## src/hdl/sbt_pkg.sv

```systemverilog
// shared types, token codes and character helpers for the source byte tokenizer
package sbt_pkg;

  localparam int OFFSET_BITS_DEF   = 16;
  localparam int KEYWORD_BYTES_DEF = 8;
  localparam int MAX_RESULTS       = 3;
  localparam int KW_COUNT          = 9;

  typedef enum logic [3:0] {
    M_IDLE    = 4'd0,
    M_IDENT   = 4'd1,
    M_INT     = 4'd2,
    M_DOT     = 4'd3,
    M_FRAC    = 4'd4,
    M_STR     = 4'd5,
    M_SLASH   = 4'd6,
    M_COMMENT = 4'd7,
    M_OP      = 4'd8
  } scan_mode_t;

  localparam logic [5:0] K_EOF     = 6'd0;
  localparam logic [5:0] K_UNEXP   = 6'd1;
  localparam logic [5:0] K_UNTERM  = 6'd2;
  localparam logic [5:0] K_IDENT   = 6'd3;
  localparam logic [5:0] K_NUMBER  = 6'd4;
  localparam logic [5:0] K_STRING  = 6'd5;
  localparam logic [5:0] K_KW_BASE = 6'd6;
  localparam logic [5:0] K_LPAREN  = 6'd15;
  localparam logic [5:0] K_RPAREN  = 6'd16;
  localparam logic [5:0] K_LBRACE  = 6'd17;
  localparam logic [5:0] K_RBRACE  = 6'd18;
  localparam logic [5:0] K_LBRACK  = 6'd19;
  localparam logic [5:0] K_RBRACK  = 6'd20;
  localparam logic [5:0] K_COMMA   = 6'd21;
  localparam logic [5:0] K_SEMI    = 6'd22;
  localparam logic [5:0] K_PLUS    = 6'd23;
  localparam logic [5:0] K_MINUS   = 6'd25;
  localparam logic [5:0] K_STAR    = 6'd26;
  localparam logic [5:0] K_SLASH   = 6'd27;
  localparam logic [5:0] K_BANG    = 6'd28;
  localparam logic [5:0] K_ASSIGN  = 6'd30;
  localparam logic [5:0] K_GT      = 6'd32;
  localparam logic [5:0] K_LT      = 6'd34;

  localparam logic [7:0] CH_END   = 8'h00;
  localparam logic [7:0] CH_TAB   = 8'h09;
  localparam logic [7:0] CH_NL    = 8'h0a;
  localparam logic [7:0] CH_CR    = 8'h0d;
  localparam logic [7:0] CH_SPACE = 8'h20;
  localparam logic [7:0] CH_BANG  = 8'h21;
  localparam logic [7:0] CH_QUOTE = 8'h22;
  localparam logic [7:0] CH_LPAR  = 8'h28;
  localparam logic [7:0] CH_RPAR  = 8'h29;
  localparam logic [7:0] CH_STAR  = 8'h2a;
  localparam logic [7:0] CH_PLUS  = 8'h2b;
  localparam logic [7:0] CH_COMMA = 8'h2c;
  localparam logic [7:0] CH_MINUS = 8'h2d;
  localparam logic [7:0] CH_DOT   = 8'h2e;
  localparam logic [7:0] CH_SLASH = 8'h2f;
  localparam logic [7:0] CH_SEMI  = 8'h3b;
  localparam logic [7:0] CH_LT    = 8'h3c;
  localparam logic [7:0] CH_EQ    = 8'h3d;
  localparam logic [7:0] CH_GT    = 8'h3e;
  localparam logic [7:0] CH_LBRK  = 8'h5b;
  localparam logic [7:0] CH_RBRK  = 8'h5d;
  localparam logic [7:0] CH_UNDER = 8'h5f;
  localparam logic [7:0] CH_LBRC  = 8'h7b;
  localparam logic [7:0] CH_RBRC  = 8'h7d;

  // keyword text, first character in the low byte
  localparam logic [63:0] KW_TEXT [KW_COUNT] = '{
    64'h0000_0000_6573_6c65,  // else
    64'h0000_0065_736c_6166,  // false
    64'h6e6f_6974_636e_7566,  // function
    64'h0000_0000_0000_6669,  // if
    64'h0000_0000_0074_656c,  // let
    64'h0000_0000_6c6c_756e,  // null
    64'h0000_6e72_7574_6572,  // return
    64'h0000_0000_6575_7274,  // true
    64'h0000_0065_6c69_6877   // while
  };
  localparam logic [3:0] KW_LEN [KW_COUNT] = '{
    4'd4, 4'd5, 4'd8, 4'd2, 4'd3, 4'd4, 4'd6, 4'd4, 4'd5
  };

  typedef struct packed {
    logic [5:0]  kind;
    logic [15:0] start;
    logic [15:0] len;
    logic        last;
  } token_t;

  function automatic logic is_digit(input logic [7:0] c);
    return (c >= 8'h30) && (c <= 8'h39);
  endfunction

  function automatic logic is_alpha(input logic [7:0] c);
    return ((c >= 8'h61) && (c <= 8'h7a)) || ((c >= 8'h41) && (c <= 8'h5a));
  endfunction

  function automatic logic is_space(input logic [7:0] c);
    return (c == CH_SPACE) || (c == CH_CR) || (c == CH_TAB) || (c == CH_NL);
  endfunction

  function automatic logic [5:0] single_kind(input logic [7:0] c);
    logic [5:0] k;
    case (c)
      CH_LPAR:  k = K_LPAREN;
      CH_RPAR:  k = K_RPAREN;
      CH_LBRC:  k = K_LBRACE;
      CH_RBRC:  k = K_RBRACE;
      CH_LBRK:  k = K_LBRACK;
      CH_RBRK:  k = K_RBRACK;
      CH_COMMA: k = K_COMMA;
      CH_SEMI:  k = K_SEMI;
      CH_MINUS: k = K_MINUS;
      CH_STAR:  k = K_STAR;
      default:  k = K_EOF;
    endcase
    return k;
  endfunction

  // one-character kind of an operator that may take '='; the two-character kind is one more
  function automatic logic [5:0] op_kind(input logic [7:0] c);
    logic [5:0] k;
    case (c)
      CH_PLUS: k = K_PLUS;
      CH_BANG: k = K_BANG;
      CH_EQ:   k = K_ASSIGN;
      CH_GT:   k = K_GT;
      CH_LT:   k = K_LT;
      default: k = K_EOF;
    endcase
    return k;
  endfunction

  // len_ok is low when the word is longer than any keyword
  function automatic logic [5:0] word_kind(input logic [63:0] p, input logic [3:0] len,
                                           input logic len_ok);
    logic [5:0] k;
    k = K_IDENT;
    for (int i = KW_COUNT - 1; i >= 0; i--) begin
      if (len_ok && (len == KW_LEN[i]) && (p == KW_TEXT[i])) begin
        k = K_KW_BASE + 6'(i);
      end
    end
    return k;
  endfunction

endpackage

```

## src/hdl/source_byte_tokenizer_core.sv

```systemverilog
// source byte tokenizer: scan state machine and token output buffer
// an accepted byte waits in the input register; scanning it writes its tokens to the buffer
// throughput: one byte per cycle while token_stall is low and each byte yields at most one
//   token; a byte with more tokens (up to three) holds the input register while they drain
// reset: synchronous rst clears the scan state and byte position and empties both buffers
// the end byte (0) also returns the scan state and byte position to their reset values
module source_byte_tokenizer_core #(
  parameter int OFFSET_BITS   = sbt_pkg::OFFSET_BITS_DEF,
  parameter int KEYWORD_BYTES = sbt_pkg::KEYWORD_BYTES_DEF
) (
  input  logic        clk,
  input  logic        rst,
  input  logic        source_valid,
  output logic        source_stall,
  input  logic [7:0]  source_byte,
  output logic        token_valid,
  input  logic        token_stall,
  output logic [5:0]  token_kind,
  output logic [15:0] start_offset,
  output logic [15:0] lexeme_length,
  output logic        last_of_run
);
  import sbt_pkg::*;

  localparam int OB  = OFFSET_BITS;
  localparam int KIW = $clog2(KEYWORD_BYTES);
  localparam logic [OB-1:0] KB_LEN = OB'(KEYWORD_BYTES);
  localparam logic [OB-1:0] ONE    = OB'(1);
  localparam logic [OB-1:0] TWO    = OB'(2);

  function automatic logic [OB-1:0] sat_add(input logic [OB-1:0] a, input logic [OB-1:0] b);
    logic [OB:0] s;
    s = {1'b0, a} + {1'b0, b};
    return s[OB] ? {OB{1'b1}} : s[OB-1:0];
  endfunction

  function automatic logic [15:0] clamp16(input logic [OB-1:0] a);
    logic [32:0] v;
    v = 33'(a);
    return (v > 33'd65535) ? 16'hFFFF : v[15:0];
  endfunction

  // input register
  logic       in_valid;
  logic [7:0] in_byte;

  // scan state
  scan_mode_t    mode, mode_next;
  logic [7:0]    pending, pending_next;
  logic [OB-1:0] tok_start, tok_start_next;
  logic [OB-1:0] pos, pos_next;
  logic [OB-1:0] wlen, wlen_next;
  logic [7:0]    prefix [KEYWORD_BYTES];
  logic [7:0]    prefix_next [KEYWORD_BYTES];

  // token buffer, slot 0 is the head
  token_t     slot [MAX_RESULTS];
  logic [1:0] count;

  token_t     res_set [MAX_RESULTS];
  logic [1:0] res_count;

  logic       take, scan_go;
  logic       ident_ch, digit_ch, run_idle;
  logic [5:0] pend_kind;
  logic [63:0] prefix8;

  assign take     = (count != 2'd0) && !token_stall;
  assign scan_go  = in_valid && ((count == 2'd0) || ((count == 2'd1) && take));
  assign source_stall = in_valid && !scan_go;

  assign token_valid   = (count != 2'd0);
  assign token_kind    = slot[0].kind;
  assign start_offset  = slot[0].start;
  assign lexeme_length = slot[0].len;
  assign last_of_run   = slot[0].last;

  assign ident_ch  = is_alpha(in_byte) || is_digit(in_byte) || (in_byte == CH_UNDER);
  assign digit_ch  = is_digit(in_byte);
  assign pend_kind = op_kind(pending);

  always_comb begin
    for (int i = 0; i < 8; i++) begin
      prefix8[8*i +: 8] = prefix[i];
    end
  end

  // whether the byte falls through to the idle-state handling
  always_comb begin
    case (mode)
      M_IDENT:   run_idle = !ident_ch;
      M_INT:     run_idle = !digit_ch && (in_byte != CH_DOT);
      M_DOT:     run_idle = !digit_ch;
      M_FRAC:    run_idle = !digit_ch;
      M_STR:     run_idle = (in_byte == CH_END);
      M_SLASH:   run_idle = (in_byte != CH_SLASH);
      M_COMMENT: run_idle = (in_byte == CH_END);
      M_OP:      run_idle = !((in_byte == CH_EQ) && (pend_kind != K_EOF));
      default:   run_idle = 1'b1;
    endcase
  end

  // next state
  always_comb begin
    mode_next      = mode;
    pending_next   = pending;
    tok_start_next = tok_start;
    wlen_next      = wlen;
    prefix_next    = prefix;
    case (mode)
      M_IDENT: begin
        if (ident_ch) begin
          if (wlen < KB_LEN) begin
            prefix_next[wlen[KIW-1:0]] = in_byte;
          end
          wlen_next = sat_add(wlen, ONE);
        end
      end
      M_INT: begin
        if (digit_ch) begin
          wlen_next = sat_add(wlen, ONE);
        end else if (in_byte == CH_DOT) begin
          mode_next = M_DOT;
        end
      end
      M_DOT: begin
        if (digit_ch) begin
          wlen_next = sat_add(wlen, TWO);
          mode_next = M_FRAC;
        end
      end
      M_FRAC: begin
        if (digit_ch) begin
          wlen_next = sat_add(wlen, ONE);
        end
      end
      M_STR: begin
        if ((in_byte == CH_QUOTE) || (in_byte == CH_NL)) begin
          mode_next = M_IDLE;
        end else if (in_byte != CH_END) begin
          wlen_next = sat_add(wlen, ONE);
        end
      end
      M_SLASH: begin
        if (in_byte == CH_SLASH) begin
          mode_next = M_COMMENT;
        end
      end
      M_COMMENT: begin
        if (in_byte == CH_NL) begin
          mode_next = M_IDLE;
        end
      end
      M_OP: begin
        mode_next = M_IDLE;
      end
      default: begin
        mode_next = M_IDLE;
      end
    endcase

    if (run_idle) begin
      mode_next = M_IDLE;
      if ((in_byte == CH_END) || is_space(in_byte)) begin
        mode_next = M_IDLE;
      end else if (in_byte == CH_SLASH) begin
        mode_next      = M_SLASH;
        tok_start_next = pos;
      end else if (is_alpha(in_byte) || (in_byte == CH_UNDER)) begin
        mode_next      = M_IDENT;
        tok_start_next = pos;
        for (int i = 0; i < KEYWORD_BYTES; i++) begin
          prefix_next[i] = 8'h00;
        end
        prefix_next[0] = in_byte;
        wlen_next      = ONE;
      end else if (digit_ch) begin
        mode_next      = M_INT;
        tok_start_next = pos;
        wlen_next      = ONE;
      end else if (in_byte == CH_QUOTE) begin
        mode_next      = M_STR;
        tok_start_next = sat_add(pos, ONE);
        wlen_next      = '0;
      end else if (op_kind(in_byte) != K_EOF) begin
        mode_next      = M_OP;
        pending_next   = in_byte;
        tok_start_next = pos;
      end
    end

    // end of source returns the scan state and byte position to reset values
    if (in_byte == CH_END) begin
      mode_next      = M_IDLE;
      pending_next   = 8'h00;
      tok_start_next = '0;
      wlen_next      = '0;
      pos_next       = '0;
      for (int i = 0; i < KEYWORD_BYTES; i++) begin
        prefix_next[i] = 8'h00;
      end
    end else begin
      pos_next = sat_add(pos, ONE);
    end
  end

  // tokens caused by the byte
  always_comb begin
    logic [5:0] k;
    logic [1:0] n;
    n = 2'd0;
    k = K_EOF;
    for (int i = 0; i < MAX_RESULTS; i++) begin
      res_set[i] = '0;
    end
    case (mode)
      M_IDENT: begin
        if (!ident_ch) begin
          res_set[n] = '{word_kind(prefix8, wlen[3:0], wlen <= OB'(8)),
                         clamp16(tok_start), clamp16(wlen), 1'b0};
          n = n + 2'd1;
        end
      end
      M_INT, M_FRAC: begin
        if (run_idle) begin
          res_set[n] = '{K_NUMBER, clamp16(tok_start), clamp16(wlen), 1'b0};
          n = n + 2'd1;
        end
      end
      M_DOT: begin
        // a dot with no digit after it ends the number and stands alone
        if (!digit_ch) begin
          res_set[n] = '{K_NUMBER, clamp16(tok_start), clamp16(wlen), 1'b0};
          n = n + 2'd1;
          res_set[n] = '{K_UNEXP, clamp16(sat_add(tok_start, wlen)), 16'd1, 1'b0};
          n = n + 2'd1;
        end
      end
      M_STR: begin
        if (in_byte == CH_QUOTE) begin
          res_set[n] = '{K_STRING, clamp16(tok_start), clamp16(wlen), 1'b0};
          n = n + 2'd1;
        end else if ((in_byte == CH_NL) || (in_byte == CH_END)) begin
          res_set[n] = '{K_UNTERM, clamp16(tok_start), clamp16(wlen), 1'b0};
          n = n + 2'd1;
        end
      end
      M_SLASH: begin
        if (in_byte != CH_SLASH) begin
          res_set[n] = '{K_SLASH, clamp16(tok_start), 16'd1, 1'b0};
          n = n + 2'd1;
        end
      end
      M_OP: begin
        k = (pend_kind == K_EOF) ? K_UNEXP : pend_kind;
        if (run_idle) begin
          res_set[n] = '{k, clamp16(tok_start), 16'd1, 1'b0};
        end else begin
          res_set[n] = '{k + 6'd1, clamp16(tok_start), 16'd2, 1'b0};
        end
        n = n + 2'd1;
      end
      default: begin
        n = 2'd0;
      end
    endcase

    if (run_idle) begin
      if (in_byte == CH_END) begin
        res_set[n] = '{K_EOF, clamp16(pos), 16'd0, 1'b0};
        n = n + 2'd1;
      end else if (is_space(in_byte) || (in_byte == CH_SLASH) || ident_ch ||
                   (in_byte == CH_QUOTE) || (op_kind(in_byte) != K_EOF)) begin
        n = n;
      end else if (single_kind(in_byte) != K_EOF) begin
        res_set[n] = '{single_kind(in_byte), clamp16(pos), 16'd1, 1'b0};
        n = n + 2'd1;
      end else begin
        res_set[n] = '{K_UNEXP, clamp16(pos), 16'd1, 1'b0};
        n = n + 2'd1;
      end
    end

    for (int i = 0; i < MAX_RESULTS; i++) begin
      res_set[i].last = (n != 2'd0) && (2'(i) == n - 2'd1);
    end
    res_count = n;
  end

  // control registers
  always_ff @(posedge clk) begin
    if (rst) begin
      in_valid  <= 1'b0;
      count     <= 2'd0;
      mode      <= M_IDLE;
      pending   <= 8'h00;
      tok_start <= '0;
      pos       <= '0;
      wlen      <= '0;
      for (int i = 0; i < KEYWORD_BYTES; i++) begin
        prefix[i] <= 8'h00;
      end
    end else begin
      if (source_valid && !source_stall) begin
        in_valid <= 1'b1;
      end else if (scan_go) begin
        in_valid <= 1'b0;
      end
      if (scan_go) begin
        count     <= res_count;
        mode      <= mode_next;
        pending   <= pending_next;
        tok_start <= tok_start_next;
        pos       <= pos_next;
        wlen      <= wlen_next;
        prefix    <= prefix_next;
      end else if (take) begin
        count <= count - 2'd1;
      end
    end
  end

  // payload registers
  always_ff @(posedge clk) begin
    if (source_valid && !source_stall) begin
      in_byte <= source_byte;
    end
    if (scan_go) begin
      slot <= res_set;
    end else if (take) begin
      slot[0] <= slot[1];
      slot[1] <= slot[2];
    end
  end

endmodule

```

## config.mk

```make
export PLATFORM = sky130hd
export DESIGN_NAME = source_byte_tokenizer_core
export DESIGN_NICKNAME = d
export VERILOG_FILES = /design/src/hdl/sbt_pkg.sv /design/src/hdl/source_byte_tokenizer_core.sv
export SDC_FILE = /design/constraint.sdc
export NUM_CORES = 1
export LEC_CHECK = 0
export BUFFER_PORTS_ARGS = -buffer_cell sky130_fd_sc_hd__clkbuf_2
export CORE_ASPECT_RATIO = 0.9
export CORE_MARGIN = 2
export CORE_UTILIZATION = 60
export DETAILED_ROUTE_END_ITERATION = 8
export PLACE_DENSITY = 0.86
export REMOVE_ABC_BUFFERS = 1
export SYNTH_ARGS = -nofsm -noshare
export SYNTH_HDL_FRONTEND = slang
export SYNTH_SLANG_ARGS = --single-unit
```

## constraint.sdc

```tcl
create_clock -name clk -period 4.25 [get_ports clk]
set_clock_uncertainty 0.05 [all_clocks]
set_input_delay 0.425 -clock clk [delete_from_list [all_inputs] [get_ports clk]]
set_output_delay 0.425 -clock clk [all_outputs]
set_load 0.05 [all_outputs]
```

=== Word level (Yosys, flattened, before mapping) ===
Index checks and enable logic that the tools add are counted.

* Word-level logic and storage cells: 315
* Register bits: 252

* Add/subtract/negate cells: 8
* Bitwise logic cells: 2
* Magnitude comparators: 12
* Eq/ne operators: 68
* Reductions and logical operators: 74
* Muxes and demuxes: 123

{| class="wikitable"
|+ Operators by type and width
! kind !! number
|-
| $mux 64 || 8
|-
| $mux 117 || 4
|-
| $mux 16 || 25
|-
| $bwmux 117 || 3
|-
| $pmux 39 s6 || 1
|-
| $eq 64x31->1 const B || 3
|-
| $eq 8x6->1 const B || 20
|-
| $mux 39 || 4
|-
| $mux 78 || 2
|-
| $mux 6 || 24
|-
| $eq 64x39->1 const B || 2
|-
| $demux 39 s2 || 1
|-
| $mux 75 || 1
|-
| $mux 36 || 2
|-
| $mux 8 || 9
|-
| $bwmux 64 || 1
|-
| $eq 64x15->1 const B || 1
|-
| $eq 64x23->1 const B || 1
|-
| $eq 64x47->1 const B || 1
|-
| $eq 64x63->1 const B || 1
|-
| $pmux 16 s4 || 1
|-
| $mux 4 || 15
|-
| $pmux 6 s5 || 2
|-
| $pmux 5 s10 || 1
|-
| other kinds (51) || 154
|}

=== Longest topological paths before layout ===
Gate-level depths: netlist (run 1).

* Word-level depth: 24
* Depth in mapped cells: 11

=== Worst setup path after synthesis (run 1) ===
No wires, ideal clock.

* Path type: register to register
* From: reg in_byte[4]
* To: reg slot, in the netlist token_kind[0], data pin
* Arrival: 2.878 ns
* Slack: 1.061 ns
* Setup time: 0.261 ns
* Cell stages (with the launch flop): 10
* Data required time: 3.939 ns
* Cell sequence: edfxtp_1 or4b_1 buf_2 o41ai_4 a211oi_2 or4_4 buf_6 xnor2_1 o221ai_1 a221o_1

* Longest elaborated chain between the ends: 20
* Elaborated cells on any way between the ends: 90
* Classes of those cells: order compare (8); eq/ne (24); mux (34); bitwise (1); reduce/logical (23)

{| class="wikitable"
|+ RTL lines
! element !! RTL line !! text
|-
| start: declaration || source_byte_tokenizer_core.sv:45 || <nowiki>logic [7:0] in_byte;</nowiki>
|-
| start signal: assignment || source_byte_tokenizer_core.sv:326 || <nowiki>in_byte <= source_byte;</nowiki>
|-
| $ge 8x7->1 / $le 8x7->1 (equally long branches) || sbt_pkg.sv:98 || <nowiki>return ((c >= 8'h61) && (c <= 8'h7a)) || ((c >= 8'h41) && (c <= 8'h5a));</nowiki>
|-
| $logic_and 1x1->1 || sbt_pkg.sv:98 ||
|-
| $logic_or 1x1->1 || sbt_pkg.sv:98 ||
|-
| $logic_or 1x1->1 (2 in series) || source_byte_tokenizer_core.sv:78 || <nowiki>assign ident_ch = is_alpha(in_byte) || is_digit(in_byte) || (in_byte == CH_UNDER);</nowiki>
|-
| $logic_not 1->1 || n/a ||
|-
| $pmux 1 s6 || source_byte_tokenizer_core.sv:90 || <nowiki>case (mode)</nowiki>
|-
| $mux 1 || source_byte_tokenizer_core.sv:225 || <nowiki>if (run_idle) begin</nowiki>
|-
| $pmux 2 s6 || source_byte_tokenizer_core.sv:216 || <nowiki>case (mode)</nowiki>
|-
| [... 3 more ...] || n/a ||
|-
| $mux 39 (not written as such) || source_byte_tokenizer_core.sv:270, source_byte_tokenizer_core.sv:276, source_byte_tokenizer_core.sv:279 ||
|-
| $demux 39 s2 || source_byte_tokenizer_core.sv:270, source_byte_tokenizer_core.sv:276, source_byte_tokenizer_core.sv:279 ||
|-
| $bwmux 117, on equally long branches || source_byte_tokenizer_core.sv:279, source_byte_tokenizer_core.sv:276 ||
|-
| $mux 117 || source_byte_tokenizer_core.sv:275 || <nowiki>end else if (single_kind(in_byte) != K_EOF) begin</nowiki>
|-
| $mux 117 || source_byte_tokenizer_core.sv:272 || <nowiki>end else if (is_space(in_byte) || (in_byte == CH_SLASH) || ident_ch ||</nowiki>
|-
| $mux 117 || source_byte_tokenizer_core.sv:269 || <nowiki>if (in_byte == CH_END) begin</nowiki>
|-
| $mux 117 (*) || source_byte_tokenizer_core.sv:268 || <nowiki>if (run_idle) begin</nowiki>
|-
| $mux 78 (*) || source_byte_tokenizer_core.sv:328 || <nowiki>if (scan_go) begin</nowiki>
|-
| end signal: assignment || source_byte_tokenizer_core.sv:329 || <nowiki>slot <= res_set;</nowiki>
|-
| end: declaration || source_byte_tokenizer_core.sv:57 || <nowiki>token_t slot [MAX_RESULTS];</nowiki>
|}

Every way passes the cells marked *; elsewhere a longest branch is shown, timed or not. The select of a mux whose other input is x is not followed.
A chain may end at the register's enable or synchronous reset.

=== Worst setup path after layout (run 1) ===
* From: reg in_byte[5]
* To: reg slot[26] (netlist name), data pin

* Longest elaborated chain between the ends: 18
* Elaborated cells on any way between the ends: 79
* Classes of those cells: order compare (8); eq/ne (24); mux (23); bitwise (1); reduce/logical (23)

{| class="wikitable"
|+ RTL lines
! element !! RTL line
|-
| $ge 8x7->1 / $le 8x7->1 (equally long branches) || sbt_pkg.sv:98
|-
| $logic_and 1x1->1 || sbt_pkg.sv:98
|-
| $logic_or 1x1->1 || sbt_pkg.sv:98
|-
| $logic_or 1x1->1 (2 in series) || source_byte_tokenizer_core.sv:78
|-
| $logic_not 1->1 || n/a
|-
| $pmux 1 s6 || source_byte_tokenizer_core.sv:90
|-
| $mux 1 || source_byte_tokenizer_core.sv:225
|-
| $pmux 2 s6 || source_byte_tokenizer_core.sv:216
|-
| $not 2->3 (not written as such) || source_byte_tokenizer_core.sv:270, source_byte_tokenizer_core.sv:276, source_byte_tokenizer_core.sv:279
|-
| $ge 3x3->1 (not written as such) / $lt 3x1->1 (equally long branches) || source_byte_tokenizer_core.sv:270, source_byte_tokenizer_core.sv:276, source_byte_tokenizer_core.sv:279
|-
| $logic_and 1x1->1 (not written as such) || source_byte_tokenizer_core.sv:270, source_byte_tokenizer_core.sv:276, source_byte_tokenizer_core.sv:279
|-
| $mux 39 (not written as such) || source_byte_tokenizer_core.sv:270, source_byte_tokenizer_core.sv:276, source_byte_tokenizer_core.sv:279
|-
| $demux 39 s2 || source_byte_tokenizer_core.sv:270, source_byte_tokenizer_core.sv:276, source_byte_tokenizer_core.sv:279
|-
| $bwmux 117, on equally long branches || source_byte_tokenizer_core.sv:279, source_byte_tokenizer_core.sv:276
|-
| $mux 117 || source_byte_tokenizer_core.sv:275
|-
| $mux 117 || source_byte_tokenizer_core.sv:272
|-
| $mux 117 || source_byte_tokenizer_core.sv:269
|}

Parallel ways exist; a longest one is shown, timed or not. The select of a mux whose other input is x is not followed.

==> impl_metrics.ini, run 1 <==
[timing]
relSlewSlack = 0.2078
setup_viol = 0
tns_ps = 0
period_share = 0.9470
postLayoutSetupSlackWorst_ps = 225.1
drv_slew = 0
fin_crit_ps = 4025
hold_viol = 0
rsz0062_at_grt = false
worstMarginPinSlew_ps = 1186
fmax_ghz = 0.2485

[finish]
final_nets = 1491
diodes = 0
area_delta_synth_final_pct = 8.460
final_cells = 1760
drive_above_1_share = 0.1123
utilization = 0.6569
final_area_sq_mm = 0.01408
fillers = 1771

[routing]
wl_per_cell_um = 21.51
first_pass_iters = 6
postRouteAntennaNets = 0
vias_per_cell = 6.950
via_count = 12232
drc = 0
drtIter0Drc = 1738
wl_um = 37850

[floorplanning]
rows = 51
die_width_um = 159.1
die_area_sq_mm = 0.02284
die_y_um = 143.6
core_area_sq_mm = 0.02144
start_util = 0.6057
ios = 53

[global_routing]
grt_pass1_vias = 10955
grt.overflow.total = 0
grt_max_degree = 51
antenna_found_initial = 0
grt_pass1_wl_um = 59710
grt.total_usage = 0.3228

[place]
postPlaceCellArea_sq_mm = 0.01325
port_buffers = 52
dp_cells = 1716
dp_hpwl_um = 26100
gp_congestion = 1.017
post-place-ws_ps = 455.1

[clock_tree]
cts_buffer_depth = 3
clk_pin_slew_ps = 60
cts_resized = 0
numCtsBuffers = 24
htree_levels = 1
postCtsSetupBuffers = 0
cts-root-buf = clkbuf_16
clk_latency_ps = 530
cts.sinks = 220
cts_tree = built
postCtsHoldBufs = 0

[yosys]
ys_ff_latch = 220
syn_area_sq_mm = 0.01299
synth_edf_count = 93
ys.flop_type = dfxtp_1
yosysWarnings = 0
synth.distinct_cells = 89
syn-instance-count = 1468
synth_area_per_cell_sq_um = 8.846
async_reset_ff_frac = 0
ys_seq_area_frac = 0.4108

[hold_path]
hold_start = source_byte[7]
min_path_type = in -> reg

[setup_path]
critPathLaunch = in_byte[5]
required_ps = 4470
end_kind = flop
cpLargestDelayFamily = simple AND/OR/NAND/NOR gates
path_class = reg -> reg
cp.arrival_ps = 4250
critPathLaunchType = flop
rr_startpoint = in_byte[5]
worstPathMaxFanout = 17
max_stage_delay_ps = 800
path_cells = or4b_1, nor4_2, o21ai_0, and3_1, nor3_2, a211oi_2, and2_1
path_buf_inv = 0
crit_slowest_cell = nor3_2

[power_and_ir_drop]
pwr_density_cell_mw_per_mm2 = 473.2
p_leak_uw = 0.004886
irDropWorstVdd_uv = 567.5

[status]
outcome = finished clean

[job]
maxCapViolCount = 0
-- cell usage after synthesis (25+ instances only) --
| master | n | area (sq um) |
|---|---|---|
| dfxtp_1 | 127 | 2542 |
| nor2_1 | 127 | 476.7 |
| a21oi_1 | 108 | 540.5 |
| nand2_1 | 100 | 375.4 |
| edfxtp_1 | 93 | 2793 |
| clkbuf_1 | 75 | 281.5 |
| nand3_1 | 74 | 370.4 |
| o21ai_0 | 71 | 355.3 |
| o2bb2ai_1 | 51 | 446.7 |
| and2_1 | 48 | 300.3 |
| buf_4 | 38 | 285.3 |
| nor3_1 | 38 | 190.2 |
| nand4_1 | 34 | 212.7 |
| nor4_1 | 31 | 193.9 |
| ha_1 | 27 | 337.8 |
| inv_1 | 26 | 97.59 |
| a221oi_1 | 25 | 219.0 |
-- sequential cells by signal (all words and copies together), names as in the netlist, 2 cells and up --
| name | flops |
|---|---|
| pending | 8 |
| mode | 4 |
| tok_start | 16 |
| prefix | 64 |
| slot | 46 |
| pos | 16 |
| wlen | 16 |
| count | 2 |
| in_byte | 8 |
| token_kind | 6 |
| lexeme_length | 16 |
| start_offset | 16 |
-- path summary, 6_finish.rpt --
kind	endpoint	slack, ps	depth (start not counted)
worst max register to register	slot[26]	230	7
worst min register to register	prefix[23]	410	1
worst min-delay path	in_byte[7]	20	1
worst max-delay path	slot[26]	230	7
-- logic make-up after synthesis --
group                      share of synthesized area
AOI/OAI and AO/OA                             0.2286
xor gates and xnor gates                     0.01349
adders and majority gates                    0.02756
buffers and inverters                        0.05954
DFF                                           0.4108
muxes                                       0.007804
and+or+nand+nor                               0.2521
-- stage by stage --
| stage | hold slack, ps | total power, uW |
|---|---|---|
| 6_report | 21.64 | 6665 |
| 3_3_place_gp | 395.8 | 4461 |
| 5_1_grt | 19.32 | 6893 |
| 4_1_cts | 16.45 | 6646 |
| 2_1_floorplan | 380.2 | 3980 |
| 3_5_place_dp | 400.3 | 4495 |
-- where the power goes --
group | switching, uW | total, uW | internal [uW] | leakage (uW)
sequential | 121 | 2690 | 2570 | 0.00192
combinational | 1360 | 1810 | 447 | 0.00256
clock | 868 | 2170 | 1300 | 0.000406
-- routing by layer --
layer  routed length, um  up-vias  GRT usage
met3                4704      115    0.06580
met5                   0        -          0
li1                    -     5547          -
met2               16040      863     0.4737
met4                1280        0     0.1110
met1               15830     5707     0.4749
-- cell usage in the layout (no fill, tap or decap), drive strengths merged, types with 18 or more instances in the layout --
master   count
nand2      101
and2        49
nand3       74
a31oi       23
a22o        18
buf         40
nand2b      19
inv         27
nor4        33
o21ai       72
edfxtp      93
o2bb2ai     51
ha          27
clkbuf      88
a221oi      25
nor2       130
a21oi      113
nor3        40
dfxtp      127
and3        24
nand4       34
-- cell type report --
class | count | area (sq um) | area share
multi-input cells | 1086 | 6892 | 0.4893
clock buffers | 36 | 759.5 | 0.05392
flip-flops and latches | 220 | 5335 | 0.3788
repair buffers | 92 | 560.5 | 0.03980
inverters | 27 | 101.3 | 0.007195
well taps | 291 | 364.1 | 0.02585
clock inverters | 8 | 72.57 | 0.005152
Power figures use the tool's default switching activity.
==> run 2, diff against run 1 <==
- BUFFER_PORTS_ARGS: -buffer_cell sky130_fd_sc_hd__clkbuf_2 -> -buffer_cell sky130_fd_sc_hd__buf_2
- REMOVE_ABC_BUFFERS: 1 -> unset
==> impl_metrics.ini, run 2 (synthesis gave the netlist of run 1 again) <==
[status]
outcome = finished clean

[setup_path]
required_ps = 4490
rr_startpoint = in_byte[0]
end_kind = flop
critPathLaunch = in_byte[0]
cp.arrival_ps = 4250
critPathLaunchType = flop
worstPathMaxFanout = 17
path_class = reg -> reg

[routing]
vias_per_cell = 6.883
postRouteAntennaNets = 0
first_pass_iters = 5
wl_um = 38340
drtIter0Drc = 1730
drc = 0
via_count = 12094
wl_per_cell_um = 21.82

[clock_tree]
cts_tree = built
clk_pin_slew_ps = 70
cts_resized = 0
cts-root-buf = clkbuf_16
htree_levels = 1
clk_latency_ps = 530
postCtsHoldBufs = 0
postCtsSetupBuffers = 0
numCtsBuffers = 23
cts.sinks = 220
cts_buffer_depth = 3

[timing]
hold_viol = 0
relSlewSlack = 0.2711
fmax_ghz = 0.2492
setup_viol = 0
worstMarginPinSlew_ps = 1087
rsz0062_at_grt = false
period_share = 0.9441
tns_ps = 0
drv_slew = 0
fin_crit_ps = 4012
holdWs_ps = 28.17

[finish]
area_delta_synth_final_pct = 8.112
final_cell_mix = 127 x nor2_1, 127 x dfxtp_1, 108 x a21oi_1
fillers = 1750
final_nets = 1489
drive_above_1_share = 0.1112
largest_register = prefix
diodes = 0
multiInputGateArea_sq_mm = 0.006892
largest_reg_flops = 64
seq_area_sq_mm = 0.005335
final_cells = 1757
largestRegisters = prefix: 64 flops, slot: 46 flops

[global_routing]
grt.total_usage = 0.3285
grt_max_degree = 69
antenna_found_initial = 2
grt.overflow.total = 0
grt_pass1_wl_um = 60440
grt_pass1_vias = 10804

[floorplanning]
start_util = 0.6057
die_area_sq_mm = 0.02284
die_width_um = 159.1
die_y_um = 143.6
ios = 53
rows = 51
core_area_sq_mm = 0.02144

[power_and_ir_drop]
p_int_uw = 4277
seqPwrFrac = 0.405
p_switching_uw = 2344
pwr_density_cell_mw_per_mm2 = 471.6
clkPwrFrac = 0.321
irDropWorstVdd_uv = 392.3
combPwrFrac = 0.274
p_leak_uw = 0.004865
switching_share = 0.3540

[yosys]
syn_nets = 1508

[place]
dp_hpwl_um = 26880
gp_congestion = 0.9601
dp_cells = 1715
port_buffers = 52

[hold_path]
min_path_type = in -> reg
hold_start = source_byte[3]

[job]
maxCapViolCount = 0
[run 2: layout make-up]
cell class,instances,share of cell area
tap,291,0.02593
clock buffer,34,0.04928
sequential,220,0.3800
multi-input combinational,1086,0.4909
timing repair buffer,91,0.03939
inverter,27,0.007219
clock inverter,8,0.007308
[run 2: final timing paths]
check / slack [ps] / to / cells after the start
min reg2reg: 420 / prefix[31] / 1
max: 240 / slot[31] / 7
max reg2reg: 240 / slot[31] / 7
min: 30 / in_byte[3] / 1
[run 2: power groups by stage]
stage,sequential [uW],clock (uW),combinational [uW]
final,2680,2120,1810
after global routing,2710,2190,1940
after CTS,2680,2130,1790
after detailed placement,2730,0,1780
after global placement,2720,0,1760
after floorplan,2700,0,1490
[run 2: per-layer routing]
layer  GRT usage  up-vias  wire length (um)
met2      0.5007      795             16370
li1            -     5530                 -
met4     0.09904        0              1237
met5           0        -                 0
met3     0.06753       95              4651
met1      0.4727     5674             16080
[run 2: stage by stage]
| step | setup WS, ps | utilization | total power (uW) | cell area [sq um] |
|---|---|---|---|---|
| 2_1_floorplan | 1061 | - | 4182 | 12990 |
| 3_3_place_gp | 434.7 | 0.6178 | 4474 | 13250 |
| 3_5_place_dp | 350.2 | 0.6178 | 4505 | 13250 |
| 4_1_cts | 360.8 | 0.6548 | 6601 | 14040 |
| 5_1_grt | 19.66 | 0.6548 | 6841 | 14040 |
| 6_report | 237.7 | 0.6548 | 6621 | 14040 |
[run 2: worst max-delay path, stage by stage (launching register included)]
cell and delay (ps):
edfxtp_1 400, or4_1 530, o221ai_2 320, nand2_1 260
or4_1 670, nor3_2 900, a211oi_2 360, and2_1 280
